**src/lsm_pkg.sv**
```systemverilog
// ----------------------------------------------------------------------------
// lsm_pkg
// shared types and constants of the line substring matcher
// ----------------------------------------------------------------------------
package lsm_pkg;

  localparam logic [7:0] CHAR_LF     = 8'h0A;
  localparam logic [7:0] CHAR_CR     = 8'h0D;
  localparam logic [7:0] CHAR_UPPER_A = 8'h41;
  localparam logic [7:0] CHAR_UPPER_Z = 8'h5A;
  localparam logic [7:0] FOLD_OFFSET = 8'd32;

  typedef enum logic [1:0] {
    REG_PATTERN_LOW      = 2'd0,
    REG_PATTERN_HIGH     = 2'd1,
    REG_PATTERN_LENGTH   = 2'd2,
    REG_CASE_INSENSITIVE = 2'd3
  } reg_index_e;

  typedef struct packed {
    logic [7:0] data_byte;
    logic       end_of_file;
  } in_word_t;

  typedef struct packed {
    logic        line_matched;
    logic [7:0]  line_length;
    logic [31:0] hit_total;
    logic        file_done;
  } out_word_t;

  typedef struct packed {
    logic [63:0] pattern_low;
    logic [63:0] pattern_high;
    logic [4:0]  pattern_length;
    logic        case_insensitive;
  } cfg_t;

  // classified word between front and back
  typedef struct packed {
    logic [7:0] data_byte;
    logic       is_store;
    logic       end_of_file;
  } q_word_t;

endpackage

```
**src/lsm_regs.sv**
```systemverilog
// ----------------------------------------------------------------------------
// lsm_regs
// apb register file holding pattern, pattern length and case folding mode
// ----------------------------------------------------------------------------
module lsm_regs (
  input  logic          clk_i,
  input  logic          rst_ni,
  input  logic          psel,
  input  logic          penable,
  input  logic          pwrite,
  input  logic [4:0]    paddr,
  input  logic [63:0]   pwdata,
  output logic [63:0]   prdata,
  output logic          pready,
  output lsm_pkg::cfg_t cfg_o
);
  import lsm_pkg::*;

  cfg_t       cfg_q, cfg_d;
  reg_index_e idx;
  logic       wr_en;

  assign idx    = reg_index_e'(paddr[4:3]);
  assign wr_en  = psel && penable && pwrite;
  assign pready = 1'b1;
  assign cfg_o  = cfg_q;

  always_comb begin
    cfg_d = cfg_q;
    if (wr_en) begin
      unique case (idx)
        REG_PATTERN_LOW:      cfg_d.pattern_low      = pwdata;
        REG_PATTERN_HIGH:     cfg_d.pattern_high     = pwdata;
        REG_PATTERN_LENGTH:   cfg_d.pattern_length   = pwdata[4:0];
        REG_CASE_INSENSITIVE: cfg_d.case_insensitive = pwdata[0];
        default:              cfg_d = cfg_q;
      endcase
    end
  end

  always_comb begin
    unique case (idx)
      REG_PATTERN_LOW:      prdata = cfg_q.pattern_low;
      REG_PATTERN_HIGH:     prdata = cfg_q.pattern_high;
      REG_PATTERN_LENGTH:   prdata = {59'd0, cfg_q.pattern_length};
      REG_CASE_INSENSITIVE: prdata = {63'd0, cfg_q.case_insensitive};
      default:              prdata = 64'd0;
    endcase
  end

  always_ff @(posedge clk_i or negedge rst_ni) begin
    if (!rst_ni) begin
      cfg_q.pattern_low      <= 64'd0;
      cfg_q.pattern_high     <= 64'd0;
      cfg_q.pattern_length   <= 5'd1;
      cfg_q.case_insensitive <= 1'b0;
    end else begin
      cfg_q <= cfg_d;
    end
  end

endmodule

```
**src/lsm_front.sv**
```systemverilog
// ----------------------------------------------------------------------------
// lsm_front
// accepts raw bytes, drops carriage returns that do not end the file and marks stored bytes
// ----------------------------------------------------------------------------
module lsm_front (
  input  logic              in_valid_i,
  input  lsm_pkg::in_word_t in_word_i,
  output logic              in_stall_o,
  input  logic              q_full_i,
  output logic              push_o,
  output lsm_pkg::q_word_t  push_word_o
);
  import lsm_pkg::*;

  logic is_lf;
  logic is_cr;

  assign is_lf = (in_word_i.data_byte == CHAR_LF);
  assign is_cr = (in_word_i.data_byte == CHAR_CR);

  assign in_stall_o = q_full_i;

  // a lone carriage return has no effect and is taken without queueing
  assign push_o = in_valid_i && !q_full_i && !(is_cr && !in_word_i.end_of_file);

  assign push_word_o.data_byte   = in_word_i.data_byte;
  assign push_word_o.is_store    = !is_lf && !is_cr;
  assign push_word_o.end_of_file = in_word_i.end_of_file;

endmodule

```
**src/lsm_queue.sv**
```systemverilog
// ----------------------------------------------------------------------------
// lsm_queue
// two-entry queue of classified words between front and back
// ----------------------------------------------------------------------------
module lsm_queue (
  input  logic             clk_i,
  input  logic             rst_ni,
  input  logic             push_i,
  input  lsm_pkg::q_word_t push_word_i,
  output logic             full_o,
  output logic             valid_o,
  output lsm_pkg::q_word_t pop_word_o,
  input  logic             pop_i
);
  import lsm_pkg::*;

  q_word_t    mem_q [2];
  logic       wptr_q, wptr_d;
  logic       rptr_q, rptr_d;
  logic [1:0] count_q, count_d;

  assign full_o     = (count_q == 2'd2);
  assign valid_o    = (count_q != 2'd0);
  assign pop_word_o = mem_q[rptr_q];

  always_comb begin
    wptr_d  = wptr_q;
    rptr_d  = rptr_q;
    count_d = count_q;
    if (push_i) begin
      wptr_d = ~wptr_q;
    end
    if (pop_i) begin
      rptr_d = ~rptr_q;
    end
    unique case ({push_i, pop_i})
      2'b10:   count_d = count_q + 2'd1;
      2'b01:   count_d = count_q - 2'd1;
      default: count_d = count_q;
    endcase
  end

  always_ff @(posedge clk_i) begin
    if (push_i) begin
      mem_q[wptr_q] <= push_word_i;
    end
  end

  always_ff @(posedge clk_i or negedge rst_ni) begin
    if (!rst_ni) begin
      wptr_q  <= 1'b0;
      rptr_q  <= 1'b0;
      count_q <= 2'd0;
    end else begin
      wptr_q  <= wptr_d;
      rptr_q  <= rptr_d;
      count_q <= count_d;
    end
  end

endmodule

```
**src/lsm_back.sv**
```systemverilog
// ----------------------------------------------------------------------------
// lsm_back
// window shift, parallel pattern compare, line counters and result register
// ----------------------------------------------------------------------------
module lsm_back #(
  parameter int LINE_MAX      = 256,
  parameter int PATTERN_BYTES = 16
) (
  input  logic               clk_i,
  input  logic               rst_ni,
  input  lsm_pkg::cfg_t      cfg_i,
  input  logic               q_valid_i,
  input  lsm_pkg::q_word_t   q_word_i,
  output logic               pop_o,
  output logic               out_valid_o,
  output lsm_pkg::out_word_t out_word_o,
  input  logic               out_stall_i
);
  import lsm_pkg::*;

  localparam int CW = $clog2(LINE_MAX);
  localparam int LW = (CW > 8) ? CW : 8;
  localparam logic [CW-1:0] CHUNK_LAST = CW'(LINE_MAX - 1);

  logic [7:0]    win_q [PATTERN_BYTES];
  logic [7:0]    win_d [PATTERN_BYTES];
  logic [CW-1:0] cnt_q, cnt_d, cnt_new;
  logic          hit_q, hit_d, hit_new;
  logic [31:0]   total_q, total_d, total_new;
  logic          out_valid_q, out_valid_d;
  out_word_t     out_q, out_d;

  logic [7:0]    pat [16];
  logic [4:0]    len;
  logic          win_eq;
  logic          line_end;
  logic          matched;
  logic [LW-1:0] cnt_ext;

  function automatic logic [7:0] fold(input logic [7:0] c, input logic ci);
    if (ci && c >= CHAR_UPPER_A && c <= CHAR_UPPER_Z) begin
      return c + FOLD_OFFSET;
    end
    return c;
  endfunction

  always_comb begin
    for (int j = 0; j < 8; j++) begin
      pat[j]     = cfg_i.pattern_low[8*j +: 8];
      pat[j + 8] = cfg_i.pattern_high[8*j +: 8];
    end
  end

  assign len = (cfg_i.pattern_length > 5'(PATTERN_BYTES)) ? 5'(PATTERN_BYTES)
                                                          : cfg_i.pattern_length;

  assign pop_o = q_valid_i && (!out_valid_q || !out_stall_i);

  always_comb begin
    win_d[0] = q_word_i.data_byte;
    for (int k = 1; k < PATTERN_BYTES; k++) begin
      win_d[k] = win_q[k-1];
    end
  end

  // newest byte lines up with the last pattern byte
  always_comb begin
    logic [3:0] pidx;
    win_eq = 1'b1;
    pidx   = 4'd0;
    for (int k = 0; k < PATTERN_BYTES; k++) begin
      pidx = 4'(len - 5'd1 - 5'(k));
      if (5'(k) < len &&
          fold(win_d[k], cfg_i.case_insensitive) != fold(pat[pidx], cfg_i.case_insensitive)) begin
        win_eq = 1'b0;
      end
    end
  end

  always_comb begin
    cnt_new  = cnt_q;
    hit_new  = hit_q;
    line_end = q_word_i.end_of_file || !q_word_i.is_store;
    if (q_word_i.is_store) begin
      cnt_new = cnt_q + 1'b1;
      if (len != 5'd0 && cnt_new >= CW'(len) && win_eq) begin
        hit_new = 1'b1;
      end
      if (cnt_new >= CHUNK_LAST) begin
        line_end = 1'b1;
      end
    end
    matched   = (len == 5'd0) || hit_new;
    total_new = (matched && total_q != 32'hFFFF_FFFF) ? total_q + 32'd1 : total_q;
    cnt_ext   = LW'(cnt_new);
  end

  always_comb begin
    cnt_d       = cnt_q;
    hit_d       = hit_q;
    total_d     = total_q;
    out_d       = out_q;
    out_valid_d = out_valid_q && out_stall_i;
    if (pop_o) begin
      if (line_end) begin
        cnt_d                  = '0;
        hit_d                  = 1'b0;
        total_d                = q_word_i.end_of_file ? 32'd0 : total_new;
        out_valid_d            = 1'b1;
        out_d.line_matched     = matched;
        out_d.line_length      = (cnt_ext > LW'(255)) ? 8'd255 : cnt_ext[7:0];
        out_d.hit_total        = total_new;
        out_d.file_done        = q_word_i.end_of_file;
      end else begin
        cnt_d = cnt_new;
        hit_d = hit_new;
      end
    end
  end

  always_ff @(posedge clk_i) begin
    if (pop_o && q_word_i.is_store) begin
      win_q <= win_d;
    end
    out_q <= out_d;
  end

  always_ff @(posedge clk_i or negedge rst_ni) begin
    if (!rst_ni) begin
      cnt_q       <= '0;
      hit_q       <= 1'b0;
      total_q     <= 32'd0;
      out_valid_q <= 1'b0;
    end else begin
      cnt_q       <= cnt_d;
      hit_q       <= hit_d;
      total_q     <= total_d;
      out_valid_q <= out_valid_d;
    end
  end

  assign out_valid_o = out_valid_q;
  assign out_word_o  = out_q;

endmodule

```
**src/line_substring_matcher.sv**
```systemverilog
// ----------------------------------------------------------------------------
// line_substring_matcher
// splits a byte stream into lines and flags lines holding a configured pattern
// ----------------------------------------------------------------------------
// a line result is registered as the closing word of its line is popped from the queue
// throughput: one word per cycle while the output is not stalled, all window compares run in parallel
// a two-entry queue decouples input from output; input stalls when it is full
// reset clears line counters, hit count, queue and output valid
// pattern registers reset to zero, length 1, case folding off
module line_substring_matcher #(
  parameter int LINE_MAX      = 256,
  parameter int PATTERN_BYTES = 16
) (
  input  logic               clk_i,
  input  logic               rst_ni,
  input  logic               in_valid_i,
  output logic               in_stall_o,
  input  lsm_pkg::in_word_t  in_word_i,
  output logic               out_valid_o,
  input  logic               out_stall_i,
  output lsm_pkg::out_word_t out_word_o,
  input  logic               psel,
  input  logic               penable,
  input  logic               pwrite,
  input  logic [4:0]         paddr,
  input  logic [63:0]        pwdata,
  output logic [63:0]        prdata,
  output logic               pready
);
  import lsm_pkg::*;

  cfg_t    cfg;
  logic    q_full;
  logic    push;
  q_word_t push_word;
  logic    q_valid;
  q_word_t q_word;
  logic    pop;

  lsm_regs u_regs (
    .clk_i   (clk_i),
    .rst_ni  (rst_ni),
    .psel    (psel),
    .penable (penable),
    .pwrite  (pwrite),
    .paddr   (paddr),
    .pwdata  (pwdata),
    .prdata  (prdata),
    .pready  (pready),
    .cfg_o   (cfg)
  );

  lsm_front u_front (
    .in_valid_i  (in_valid_i),
    .in_word_i   (in_word_i),
    .in_stall_o  (in_stall_o),
    .q_full_i    (q_full),
    .push_o      (push),
    .push_word_o (push_word)
  );

  lsm_queue u_queue (
    .clk_i       (clk_i),
    .rst_ni      (rst_ni),
    .push_i      (push),
    .push_word_i (push_word),
    .full_o      (q_full),
    .valid_o     (q_valid),
    .pop_word_o  (q_word),
    .pop_i       (pop)
  );

  lsm_back #(
    .LINE_MAX      (LINE_MAX),
    .PATTERN_BYTES (PATTERN_BYTES)
  ) u_back (
    .clk_i       (clk_i),
    .rst_ni      (rst_ni),
    .cfg_i       (cfg),
    .q_valid_i   (q_valid),
    .q_word_i    (q_word),
    .pop_o       (pop),
    .out_valid_o (out_valid_o),
    .out_word_o  (out_word_o),
    .out_stall_i (out_stall_i)
  );

endmodule
```
**config.mk**
```make
export PLATFORM = sky130hd
export DESIGN_NAME = line_substring_matcher
export DESIGN_NICKNAME = d
export VERILOG_FILES = /design/src/lsm_pkg.sv /design/src/lsm_regs.sv /design/src/lsm_front.sv /design/src/lsm_queue.sv /design/src/lsm_back.sv /design/src/line_substring_matcher.sv
export SDC_FILE = /design/constraint.sdc
export NUM_CORES = 1
export LEC_CHECK = 0
export BUFFER_PORTS_ARGS = -buffer_cell sky130_fd_sc_hd__buf_2
export CORE_UTILIZATION = 57
export CTS_CLUSTER_DIAMETER = 50
export DETAILED_ROUTE_END_ITERATION = 8
export PLACE_DENSITY = 0.84
export REMOVE_ABC_BUFFERS = 1
export SETUP_SLACK_MARGIN = 0.05
export SYNTH_ARGS = -nofsm -noshare
export SYNTH_HDL_FRONTEND = slang
export SYNTH_SLANG_ARGS = --single-unit
```
**constraint.sdc**
```tcl
create_clock -name clk_i -period 7.7 [get_ports clk_i]
set_input_delay 0.385 -clock clk_i [delete_from_list [all_inputs] [get_ports clk_i]]
set_output_delay 0.385 -clock clk_i [all_outputs]
set_load 0.05 [all_outputs]
```
After elaboration in Yosys (flattened, before gate mapping)
Memory sizes are Yosys's and may differ from the RTL's.
Index checks and enable logic that the tools add are counted.
{"block": "totals", "reg_bits": 342, "latchBits": 0, "mem_bits_rw": 20, "rom_bits": 0, "out_inout_bits": 109, "mem_count": 1}
{"block": "classes", "n_addsub": 52, "mul": 0, "n_div": 0, "n_lt_le_gt_ge": 100, "eq_ne": 25, "shifts": 0, "n_mux": 176, "bitwise_logic": 18, "n_reduce_logical": 113}
{"memory": "u_queue.mem_q", "depth": 2, "width": 10, "read_ports": 1, "rd_clocked_by_memory_dff": 0, "wr": 1, "line": "lsm_queue.sv:17", "rtl": "q_word_t mem_q [2];"}
{"cell": "two-way mux 8 bit", "count": 98}
{"cell": "binary-select mux 8 bit (select 4 bit)", "count": 16}
{"cell": "adder 8 x 6 -> 8 bit (second input constant)", "count": 32}
{"cell": "greater-or-equal comparator 8 x 7 -> 1 bit (second input constant)", "count": 32}
{"cell": "less-or-equal comparator 8 x 7 -> 1 bit (second input constant)", "count": 32}
{"cell": "one-hot mux 64 bit (4 select lines)", "count": 1}
{"cell": "inequality test 8 bit", "count": 16}
{"cell": "logical AND 1 bit", "count": 92}
{"cell": "greater-or-equal comparator 5 bit (second input constant)", "count": 16}
{"cell": "NOT 4 -> 5 bit", "count": 16}
{"cell": "two-way mux 32 bit", "count": 2}
{"cell": "two-way mux 1 bit", "count": 57}
{"cell": "< comparator 4 x 5 -> 1 bit (first input constant)", "count": 8}
{"cell": "adder 32 x 1 -> 32 bit (second input constant)", "count": 1}
{"cell": "inequality test 32 bit (second input constant)", "count": 1}
{"cell": "subtractor 4 bit (second input constant)", "count": 8}
{"cell": "< comparator 3 x 5 -> 1 bit (first input constant)", "count": 4}
{"cell": "== test 8 x 4 -> 1 bit (second input constant)", "count": 2}
{"cell": "subtractor 4 x 3 -> 4 bit (second input constant)", "count": 4}
{"cell": "< comparator 1 x 5 -> 1 bit (first input constant)", "count": 2}
{"cell": "< comparator 2 x 5 -> 1 bit (first input constant)", "count": 2}
{"cell": "AND reduction 2 bit", "count": 5}
{"cell": "adder 8 x 1 -> 8 bit (second input constant)", "count": 1}
{"cell": "== test 2 bit (second input constant)", "count": 4}
{"cell": "18 further kinds", "count": 32}

Longest topological paths before layout
Gate-level depths: netlist (run 1).
{"block": "logic_depth", "word_depth": 37, "ltp_mapped": 36, "depth_no_buf": 22}

Hierarchy
Synthesis (run 1) repeated with hierarchy kept, for this count alone.
{"block": "hier_totals", "hier_cells": 2816, "hier_area_um2": 29584.6}
{"mod": "lsm_back", "n_inst": 1, "cells_each": 2315, "area_per_inst_um2": 22487.8}
{"mod": "lsm_regs", "n_inst": 1, "cells_each": 437, "area_per_inst_um2": 6052.1}
{"mod": "lsm_queue", "n_inst": 1, "cells_each": 47, "area_per_inst_um2": 909.6}
{"mod": "lsm_front", "n_inst": 1, "cells_each": 17, "area_per_inst_um2": 135.1}

Worst setup path after synthesis (run 1)
Ideal clock, no wire load.
{"block": "synth_timing", "path_kind": "flip-flop to flip-flop", "startpoint": "register u_regs.cfg_q (netlist bit u_regs.cfg_o[1])", "endpoint": "register u_back.out_q (netlist bit u_back.out_word_o[32]) (data pin)", "setup_ps": 266, "arrival_time_ps": 7909, "required_time_ps": 7434, "setup_slack_ps": -475, "path_stages_with_launch": 36, "n_path_buf": 15, "synth_period_minus_slack_ps": 8175, "cell_sequence": "dfstp_2 buf_6 and2b_4 buf_8 buf_6 buf_4 buf_2 buf_1 ha_1 buf_2 inv_2 buf_2 buf_2 buf_1 ha_1 inv_1 a21oi_1 xnor2_1 buf_2 buf_1 mux2i_1 ha_1 xnor3_1 nand2b_1 or4_1 a211o_1 nor4_2 o2111ai_1 nor4_2 a221oi_2 or2_1 buf_6 buf_6 buf_6 nor3_1 xor2_1"}
{"block": "synth_via", "elab_chain_cells": 36, "word_cells_on_any_way": 284, "cone_classes": "add/sub: 32; order compare: 50; eq/ne: 16; mux: 116; bitwise: 16; reduce/logical: 54"}
{"item": "from (decl)", "line": "lsm_regs.sv:19", "rtl": "cfg_t cfg_q, cfg_d;"}
{"item": "from (signal assigned)", "line": "lsm_regs.sv:58", "rtl": "cfg_q <= cfg_d;"}
{"item": "greater-than comparator 5 bit", "line": "lsm_back.sv:54", "rtl": "assign len = (cfg_i.pattern_length > 5'(PATTERN_BYTES)) ? 5'(PATTERN_BYTES)"}
{"item": "two-way mux 5 bit (*)", "line": "lsm_back.sv:54"}
{"item": "subtractor 4 x 1 -> 4 bit", "line": "lsm_back.sv:72", "rtl": "pidx = 4'(len - 5'd1 - 5'(k));"}
{"item": "subtractor 4 x 1 -> 4 bit or NOT 4 -> 5 bit (tied branches)", "line": "lsm_back.sv:72, lsm_back.sv:74"}
{"item": "NOT 4 -> 5 bit (implied by the code) or binary-select mux 8 bit (select 4 bit) (tied branches)", "line": "lsm_back.sv:74", "rtl": "fold(win_d[k], cfg_i.case_insensitive) != fold(pat[pidx], cfg_i.case_insensitive)) begin"}
{"item": "binary-select mux 8 bit (select 4 bit) or two-way mux 8 bit (tied branches)", "line": "lsm_back.sv:74"}
{"item": "two-way mux 8 bit (implied by the code)", "line": "lsm_back.sv:74"}
{"item": "two-way mux 8 bit (implied by the code) or greater-or-equal comparator 8 x 7 -> 1 bit (tied branches)", "line": "lsm_back.sv:74, lsm_back.sv:41"}
{"item": "[... 7 more ...]"}
{"item": "two-way mux 1 bit (15 in a row)", "line": "lsm_back.sv:73", "rtl": "if (5'(k) < len &&"}
{"item": "logical AND 1 bit", "line": "lsm_back.sv:86", "rtl": "if (len != 5'd0 && cnt_new >= CW'(len) && win_eq) begin"}
{"item": "two-way mux 1 bit", "line": "lsm_back.sv:86"}
{"item": "two-way mux 1 bit", "line": "lsm_back.sv:84", "rtl": "if (q_word_i.is_store) begin"}
{"item": "logical OR 1 bit (*)", "line": "lsm_back.sv:93", "rtl": "matched = (len == 5'd0) || hit_new;"}
{"item": "logical AND 1 bit (*)", "line": "lsm_back.sv:94", "rtl": "total_new = (matched && total_q != 32'hFFFF_FFFF) ? total_q + 32'd1 : total_q;"}
{"item": "two-way mux 32 bit (*)", "line": "lsm_back.sv:94"}
{"item": "net u_back.total_new[31]", "line": "lsm_back.sv:29", "rtl": "logic [31:0] total_q, total_d, total_new;"}
{"item": "to (signal assigned)", "line": "lsm_back.sv:125", "rtl": "out_q <= out_d;"}
{"item": "to (decl)", "line": "lsm_back.sv:31", "rtl": "out_word_t out_q, out_d;"}
The timed path passes the listed nets; every way through them passes the cells marked *. The select of a mux whose other input is x is not followed.
A chain may end at the register's enable or synchronous reset.

Worst setup path after layout (run 1)
{"block": "layout_timing", "startpoint": "register u_regs.cfg_q (netlist bit u_regs.cfg_o[2])", "endpoint": "register u_back.total_q[2]"}
{"block": "layout_via", "elab_chain_cells": 37, "word_cells_on_any_way": 285, "cone_classes": "add/sub: 32; order compare: 50; eq/ne: 16; mux: 117; bitwise: 16; reduce/logical: 54"}
{"item": "greater-than comparator 5 bit", "line": "lsm_back.sv:54"}
{"item": "two-way mux 5 bit (*)", "line": "lsm_back.sv:54"}
{"item": "subtractor 4 x 1 -> 4 bit", "line": "lsm_back.sv:72"}
{"item": "subtractor 4 x 1 -> 4 bit or NOT 4 -> 5 bit (tied branches)", "line": "lsm_back.sv:72, lsm_back.sv:74"}
{"item": "NOT 4 -> 5 bit (implied by the code) or binary-select mux 8 bit (select 4 bit) (tied branches)", "line": "lsm_back.sv:74"}
{"item": "binary-select mux 8 bit (select 4 bit) or two-way mux 8 bit (tied branches)", "line": "lsm_back.sv:74"}
{"item": "two-way mux 8 bit (implied by the code)", "line": "lsm_back.sv:74"}
{"item": "two-way mux 8 bit (implied by the code) or greater-or-equal comparator 8 x 7 -> 1 bit (tied branches)", "line": "lsm_back.sv:74, lsm_back.sv:41"}
{"item": "[... 7 more ...]"}
{"item": "two-way mux 1 bit (15 in a row)", "line": "lsm_back.sv:73"}
{"item": "logical AND 1 bit", "line": "lsm_back.sv:86"}
{"item": "two-way mux 1 bit", "line": "lsm_back.sv:86"}
{"item": "two-way mux 1 bit", "line": "lsm_back.sv:84"}
{"item": "logical OR 1 bit (*)", "line": "lsm_back.sv:93"}
{"item": "logical AND 1 bit (*)", "line": "lsm_back.sv:94"}
{"item": "two-way mux 32 bit (*)", "line": "lsm_back.sv:94"}
{"item": "two-way mux 32 bit (*)", "line": "lsm_back.sv:108", "rtl": "total_d = q_word_i.end_of_file ? 32'd0 : total_new;"}
{"item": "to (signal assigned)", "line": "lsm_back.sv:137", "rtl": "total_q <= total_d;"}
{"item": "to (decl)", "line": "lsm_back.sv:29"}
Every way passes the cells marked *; elsewhere a longest branch is shown, timed or not. The select of a mux whose other input is x is not followed.

==> metrics.md, run 1 <==
| Metric | Value |
|---|---|
| Status | `completed` |
| Hold WS | `0.0187 ns` |
| Post-synthesis cell type count | `119` |
| Clock latency on the worst-skew pair | `0.62 ns` |
| Area of the die | `53200 um^2` |
| All-Layer GR Usage | `0.428` |
| Fmax | `143 MHz` |
| Sw frac | `0.523` |
| Sequential share of power | `0.235` |
| Tmin final | `6.98 ns` |
| Root buffer cell | `clkbuf_16` |
| Sequential element share of the synthesized area | `0.335` |
| IO Pins | `194` |
| Pre-CTS WS | `0.962 ns` |
| Num CTS Buffers | `43` |
| CP Class | `reg2reg` |
| P_leak | `13.4 nW` |
| I/O Buffers | `189` |
| Vias per cell | `7.12` |
| CTS tree | `done` |
| Total grt overflow | `0` |
| Routability cong. | `1.04` |
| DR pass1 iterations | `8` |
| Reg-to-reg critical path startpoint | `u_regs.cfg_o[2]` |
| RSZ-0062 raised after global routing | `false` |
| Antenna violation net count after detailed routing | `0` |
| Clk slew on worst S/H paths | `0.07 ns` |
| Mapped Cells | `2852` |
| Gate power share | `0.644` |
| Total length of routed wires | `115 mm` |
| Hold path cells | `2` |
| Worst hold path type | `in2reg` |
| Cell taking the most area after synthesis | `edfxtp_1` |
| CP max stage delay | `0.84 ns` |
| Int Pwr | `0.00860 W` |
| CP Capture Type | `flop` |
| Hold endpoint | `u_regs.cfg_o[64]` |
| H-tree depth | `2` |
| Most frequent cells in the layout | `353 x mux2i_1, 220 x nor2_1, 187 x buf_2` |
| Post-synth top area share | `0.183` |
| Post-route DRC violation count | `0` |
| Power density over the cells | `543 nW/um^2` |
| Die span in x | `231 um` |
| First-pass GRT wire length | `168 mm` |
| Worst-case reg-to-reg path depth | `19` |
| Post_cts resized | `0` |
| Tcrit/Tclk final | `0.906` |
| Final setup vio count | `0` |
| Synth area leaders | `edfxtp_1 18%, dfrtp_1 15%, mux2i_1 12%` |
| Worst hold start | `pwdata[58]` |
| Reg-to-Reg End | `u_back.total_q[2]` |
| Syn Area/Cell | `10.4 um^2` |
| Mapped Area | `29800 um^2` |
| Routed len/inst | `30.8 um` |
| Register bit total from synthesis | `362` |
| Commonest non-fill, non-tap cell in the layout | `mux2i_1` |
| Clock group share of total power | `0.121` |
| Actual transition at the worst max-transition pin | `1.32 ns` |
| Via count | `26544` |
| Area delta synth->final | `11.5%` |
| CP most frequent cell | `buf_4` |
| Starting Density | `0.579` |
| CP cell instances | `buf_4 > or4_4 > nand3_4 > buf_4 > xnor2_2 > mux2i_1 > mux2i_1 > nand3_1 > nor4_1 > mux2_1 > nor4b_1 > o221ai_1 > nor4_2 > buf_4 > a221oi_2 > buf_12 > or3b_2 > or3_1 > o21ai_0` |
| Vias in the first global route | `25646` |
| Final #Nets | `3149` |
| Final WS setup | `0.720 ns` |
| Largest net degree at the start of global routing | `100` |
| Number of enable flip-flop cells after synthesis | `182` |
| DRT iter0 DRCs | `3128` |
| Clk buf depth | `3` |
| Req. time, crit path | `8.20 ns` |
| DP Wirelength | `84.5 mm` |
| Worst Path Max Fanout | `80` |
| Fraction of layout cells with a size suffix above 1 | `0.240` |
| Setup crit start kind | `flop` |
| Final Slew Violations | `0` |
| CP max stage cell | `buf_4` |
| Die Y | `231 um` |
| Core footprint | `51500 um^2` |
| TritonCTS sink count | `362` |
| Std cell rows | `83` |
| Yosys warnings | `0` |
| MaxCap Viol Count | `0` |
| Primary FF master, synth | `edfxtp_1` |
| Clock Skew | `0.0417 ns` |
| Final Hold Fails | `0` |
| Peak supply drop | `0.000383 V` |
| Crit path DAT | `7.48 ns` |
| Psw | `0.00943 W` |
| Initial antenna violation count | `2` |
| Asr flop ratio synth | `0.497` |
| R2R setup slack | `0.72 ns` |
| Relative slew margins | `0.118` |
[power groups by stage]
| stage | Clock (W) | Combinational (W) | Sequential, W |
|---|---|---|---|
| after floorplan | 0 | 0.00719 | 0.00420 |
| after global placement | 0 | 0.0110 | 0.00412 |
| after detailed placement | 0 | 0.0112 | 0.00419 |
| after CTS | 0.00220 | 0.0113 | 0.00417 |
| after global routing | 0.00227 | 0.0121 | 0.00429 |
| final | 0.00218 | 0.0116 | 0.00424 |
[layout make-up]
class,instances,area (um^2)
flip-flops and latches,362,9980
well taps,680,851
multi-input cells,2242,18700
diodes,1,2.50
repair buffers,316,2000
fillers,3926,18300
clock buffers,53,1200
inverters,50,200
clock inverters,26,328
[per-layer routing]
layer  GRT usage  part of all wire  vias up
met3      0.0875             0.099      372
met5           0           0.00011        -
met1       0.554              0.38    13206
li1            -                 -    11283
met4       0.254             0.066        2
met2       0.664              0.45     1681
[stage by stage]
step	total power (W)	util	instances	setup TNS [ns]	area, um^2
floorplan	0.0114	-	2654	-321.35	28800
detailed placement	0.0154	0.611	3627	0	31500
finish	0.0180	0.645	3730	0	33200
global route	0.0187	0.645	3729	0	33200
CTS	0.0176	0.645	3729	0	33200
global placement	0.0151	0.611	3627	0	31500
[registers in the layout, indices dropped and copies added, names as in the netlist]
register / flops
u_regs.cfg_o: 134
u_back.win_d: 120
u_back.out_word_o: 42
u_back.total_q: 32
u_queue.mem_q: 20
u_back.cnt_q: 8
u_queue.count_q: 2
u_back.hit_q: 1
u_back.out_valid_o: 1
u_queue.rptr_q: 1
u_queue.wptr_q: 1
[synth_stat cells (all sizes together), types with 45 or more instances]
master,instances
mux2i,355
nor2,226
nand2,184
edfxtp,182
dfrtp,179
mux2,174
buf,115
nand3,112
mux4,107
xnor2,106
o21ai,86
clkbuf,83
xor2,80
a21oi,78
nor3,67
ha,49
a211oi,46
inv,45
[critical path, delay by kind of cell, from the launching register on]
family,cells,cell delay [ns]
AND/OR/NAND/NOR,8,2.67
buffers and inverters,4,1.53
AO/OA/AOI/OAI,3,0.42
flip-flops,1,0.58
multiplexers,3,1.28
XOR/XNOR,1,0.32
[what timing repair did]
| action | CTS | global route |
|---|---|---|
| hold buffers | 23 | 0 |
| endpoints found under the setup margin | 0 | 0 |
| endpoints found under the hold margin | 71 | 0 |
| setup buffers | 0 | 0 |
[kinds of logic (layout without fill, tap and decap cells)]
family | after synthesis | after routing | synth area share
simple gates | 875 | 875 | 0.154
mux | 636 | 636 | 0.266
compound gates | 489 | 489 | 0.123
flops | 362 | 362 | 0.335
buf+inv | 248 | 445 | 0.0411
xor+xnor | 192 | 192 | 0.0604
fa+ha+maj | 49 | 49 | 0.0206
other cells | 1 | 2 | 0.000126
[how the worst max path moves through the flow]
stage	cells after the start	from	end
6_report	19	u_regs.cfg_o[2]	u_back.total_q[2]
5_1_grt	20	u_regs.cfg_o[2]	u_back.total_q[13]
4_1_cts	23	u_regs.cfg_o[2]	u_back.total_q[13]
3_5_place_dp	21	u_regs.cfg_o[2]	u_back.total_q[13]
3_3_place_gp	23	u_regs.cfg_o[5]	u_back.total_q[23]
2_1_floorplan	21	u_regs.cfg_o[2]	u_back.total_q[7]
No activity file was read; power rests on OpenSTA's default activity.
==> run 2: changes to the inputs <==
- CORE_UTILIZATION: 57 -> 30
- PLACE_DENSITY: 0.84 -> 0.52
- clock period: 7.7 -> 5.88 ns (I/O delays scaled with it)
==> run 2 against run 1 <==
Compared with the run above:
- sequential share of layout area fell by 4.2 points
- die area rose by 89%
- count of clock-buffer cells in the layout rose by 7
- critical path type unchanged
- critical endpoint is now u_back.total_q[9]
==> metrics.md, run 2 (synthesis gave the netlist of run 1 again) <==
| Metric | Value |
|---|---|
| Std cell rows | `115 (was 83)` |
| Clock Skew | `0.0379 ns (was 0.0417 ns)` |
| CP most frequent cell | `buf_12 (was buf_4)` |
| IO Pins | `194 (unchanged)` |
| Fmax | `171 MHz (was 143 MHz)` |
| Final Hold Fails | `0 (unchanged)` |
| Tcrit/Tclk final | `0.996 (was 0.906)` |
| Commonest non-fill, non-tap cell in the layout | `buf_4 (was mux2i_1)` |
| Starting Density | `0.303 (was 0.579)` |
| All-Layer GR Usage | `0.234 (was 0.428)` |
| Clk slew on worst S/H paths | `0.06 ns (was 0.07 ns)` |
| Die Y | `317 um (was 231 um)` |
| GR peak layer | `met2 (unchanged)` |
| RSZ-0062 raised after global routing | `true (was false)` |
| Placed cell area | `34800 um^2 (was 31500 um^2)` |
| Clk buf depth | `3 (unchanged)` |
| CP max stage cell | `a211oi_1 (was buf_4)` |
| Tmin final | `5.86 ns (was 6.98 ns)` |
| CP bufs+invs | `7 (was 4)` |
| Antenna violation net count after detailed routing | `0 (unchanged)` |
| Clock latency on the worst-skew pair | `0.64 ns (was 0.62 ns)` |
| DRT iter0 DRCs | `2339 (was 3128)` |
| Number of flip-flops in the largest register | `134 (unchanged)` |
| CTS tree | `done (unchanged)` |
| Core footprint | `98400 um^2 (was 51500 um^2)` |
| Actual transition at the worst max-transition pin | `1.02 ns (was 1.32 ns)` |
| Finished Core Util | `0.393 (was 0.645)` |
| Final #Nets | `3579 (was 3149)` |
| Most frequent cells in the layout | `419 x buf_4, 344 x mux2i_1, 201 x nor2_1 (was 353 x mux2i_1, 220 x nor2_1, 187 x buf_2)` |
| Met1 GRT Util | `0.319 (was 0.554)` |
| Worst hold path type | `in2reg (unchanged)` |
| TritonCTS sink count | `362 (unchanged)` |
| Final setup vio count | `0 (unchanged)` |
| Met3 usage | `0.0426 (was 0.0875)` |
| Post-route DRC violation count | `0 (unchanged)` |
| Routability cong. | `1.00 (was 1.04)` |
| Crit path DAT | `6.40 ns (was 7.48 ns)` |
| Setup crit start kind | `flop (unchanged)` |
| Vias in the first global route | `25798 (was 25646)` |
| Via count | `26895 (was 26544)` |
| Status | `completed (unchanged)` |
| Relative slew margins | `0.322 (was 0.118)` |
| DR pass1 iterations | `8 (unchanged)` |
| Fraction of layout cells with a size suffix above 1 | `0.346 (was 0.240)` |
| Power density over the cells | `701 nW/um^2 (was 543 nW/um^2)` |
| DP Wirelength | `90.2 mm (was 84.5 mm)` |
| Total grt overflow | `0 (unchanged)` |
| Final Slew Violations | `0 (unchanged)` |
| CP delay by family, top | `compound AO/OA/AOI/OAI gates (was simple AND/OR/NAND/NOR gates)` |
| CP Class | `reg2reg (unchanged)` |
| Num CTS Buffers | `49 (was 43)` |
| Die span in x | `317 um (was 231 um)` |
| MaxCap Viol Count | `0 (unchanged)` |
| P_leak | `15.8 nW (was 13.4 nW)` |
| CP Capture Type | `flop (unchanged)` |
| Tot Pwr | `0.0271 W (was 0.0180 W)` |
| Root buffer cell | `clkbuf_16 (unchanged)` |
| First-pass GRT wire length | `176 mm (was 168 mm)` |
| Area delta synth->final | `29.9% (was 11.5%)` |
| Req. time, crit path | `6.42 ns (was 8.20 ns)` |
| Largest net degree at the start of global routing | `130 (was 100)` |
| Peak supply drop | `0.000326 V (was 0.000383 V)` |
| CP cell instances | `and2b_4 > inv_6 > ha_4 > buf_4 > xnor2_2 > buf_6 > xnor2_4 > buf_12 > buf_12 > nand3_1 > a221oi_2 > a31oi_1 > a211oi_1 > o311ai_0 > a211o_1 > nor4_4 > o2111ai_2 > nor4_4 > buf_4 > a221oi_4 > or2_4 > buf_12 > or4_4 > o221ai_2 (was buf_4 > or4_4 > nand3_4 > buf_4 > xnor2_2 > mux2i_1 > mux2i_1 > nand3_1 > nor4_1 > mux2_1 > nor4b_1 > o221ai_1 > nor4_2 > buf_4 > a221oi_2 > buf_12 > or3b_2 > or3_1 > o21ai_0)` |
| Total length of routed wires | `121 mm (was 115 mm)` |
| Worst Path Max Fanout | `28 (was 80)` |
| Area of the die | `101000 um^2 (was 53200 um^2)` |
| CP max stage delay | `0.55 ns (was 0.84 ns)` |
| I/O Buffers | `189 (unchanged)` |
| Vias per cell | `5.63 (was 7.12)` |
| Routed len/inst | `25.3 um (was 30.8 um)` |
| M2 GR Usage | `0.367 (was 0.664)` |
| Fin area | `38700 um^2 (was 33200 um^2)` |
| Initial antenna violation count | `2 (unchanged)` |
| H-tree depth | `2 (unchanged)` |
-- run 2: per-stage QoR --
stage          cells  hold WS, ns  setup TNS [ns]  setup WS (ns)
6_report        4773        0.144               0         0.0249
5_1_grt         4772        0.190           -3.20         -0.153
4_1_cts         4747        0.132               0         0.0477
3_5_place_dp    4552        0.316          -19.17         -0.416
3_3_place_gp    4552        0.318          -12.94         -0.307
2_1_floorplan   2654     -0.00159         -557.92          -6.95
-- run 2: final timing paths --
kind / start / to / slack [ns] / cells past startpoint
worst min-delay path: in_valid_i / u_queue.wptr_q / 0.14 / 4
min in group asynchronous: rst_ni / u_back.total_q[7] / 0.18 / 2
max in group asynchronous: rst_ni / u_regs.cfg_o[2] / 4.31 / 3
worst max-delay path: u_regs.cfg_o[1] / u_back.total_q[9] / 0.02 / 24
worst min register to register: u_queue.wptr_q / u_queue.wptr_q / 0.50 / 1
worst max register to register: u_regs.cfg_o[1] / u_back.total_q[9] / 0.02 / 24
-- run 2: where the power goes --
part / internal [W] / switching [W] / leakage [nW] / total (W)
logic: 0.00838 / 0.0103 / 11.1 / 0.0187
registers: 0.00399 / 0.00150 / 3.94 / 0.00549
clock network: 0.00167 / 0.00129 / 0.785 / 0.00295
-- run 2: worst register-to-register path, stage by stage, from the launching register on --
cell	delay [ns]
dfstp_2	0.53
and2b_4	0.18
inv_6	0.04
ha_4	0.17
buf_4	0.14
xnor2_2	0.16
buf_6	0.16
xnor2_4	0.13
buf_12	0.15
buf_12	0.20
nand3_1	0.32
a221oi_2	0.31
a31oi_1	0.11
a211oi_1	0.55
o311ai_0	0.22
a211o_1	0.35
nor4_4	0.17
o2111ai_2	0.19
nor4_4	0.26
buf_4	0.19
a221oi_4	0.10
or2_4	0.38
buf_12	0.17
or4_4	0.51
o221ai_2	0.09
-- run 2: metal layers --
metal  part of all wire  wire, um  vias up
li1                   -         -    12135
met1               0.43     51800    13482
met2               0.45     54400     1047
met3              0.074      8930      229
met4              0.045      5430        2
met5           0.000066         8        -
-- run 2: timing repair --
item                                   4_1_cts  5_1_grt
endpoints found under the hold margin      202        0
cloned                                       9        3
buffers inserted                            22       23
hold buffers                                75        0
gates resized for setup                     77      109
setup endpoints to repair                   64       64
pin swaps                                   30       49
-- run 2: area by class of cell --
| type | instances | area [um^2] |
|---|---|---|
| Inverter | 50 | 205 |
| Tap cell | 1287 | 1610 |
| Clock inverter | 31 | 323 |
| Timing Repair Buffer | 739 | 5910 |
| Clock buffer | 60 | 1300 |
| Sequential cell | 362 | 9980 |
| Fill cell | 9659 | 59700 |
| Antenna cell | 1 | 2.50 |
| Multi-Input combinational cell | 2243 | 19400 |
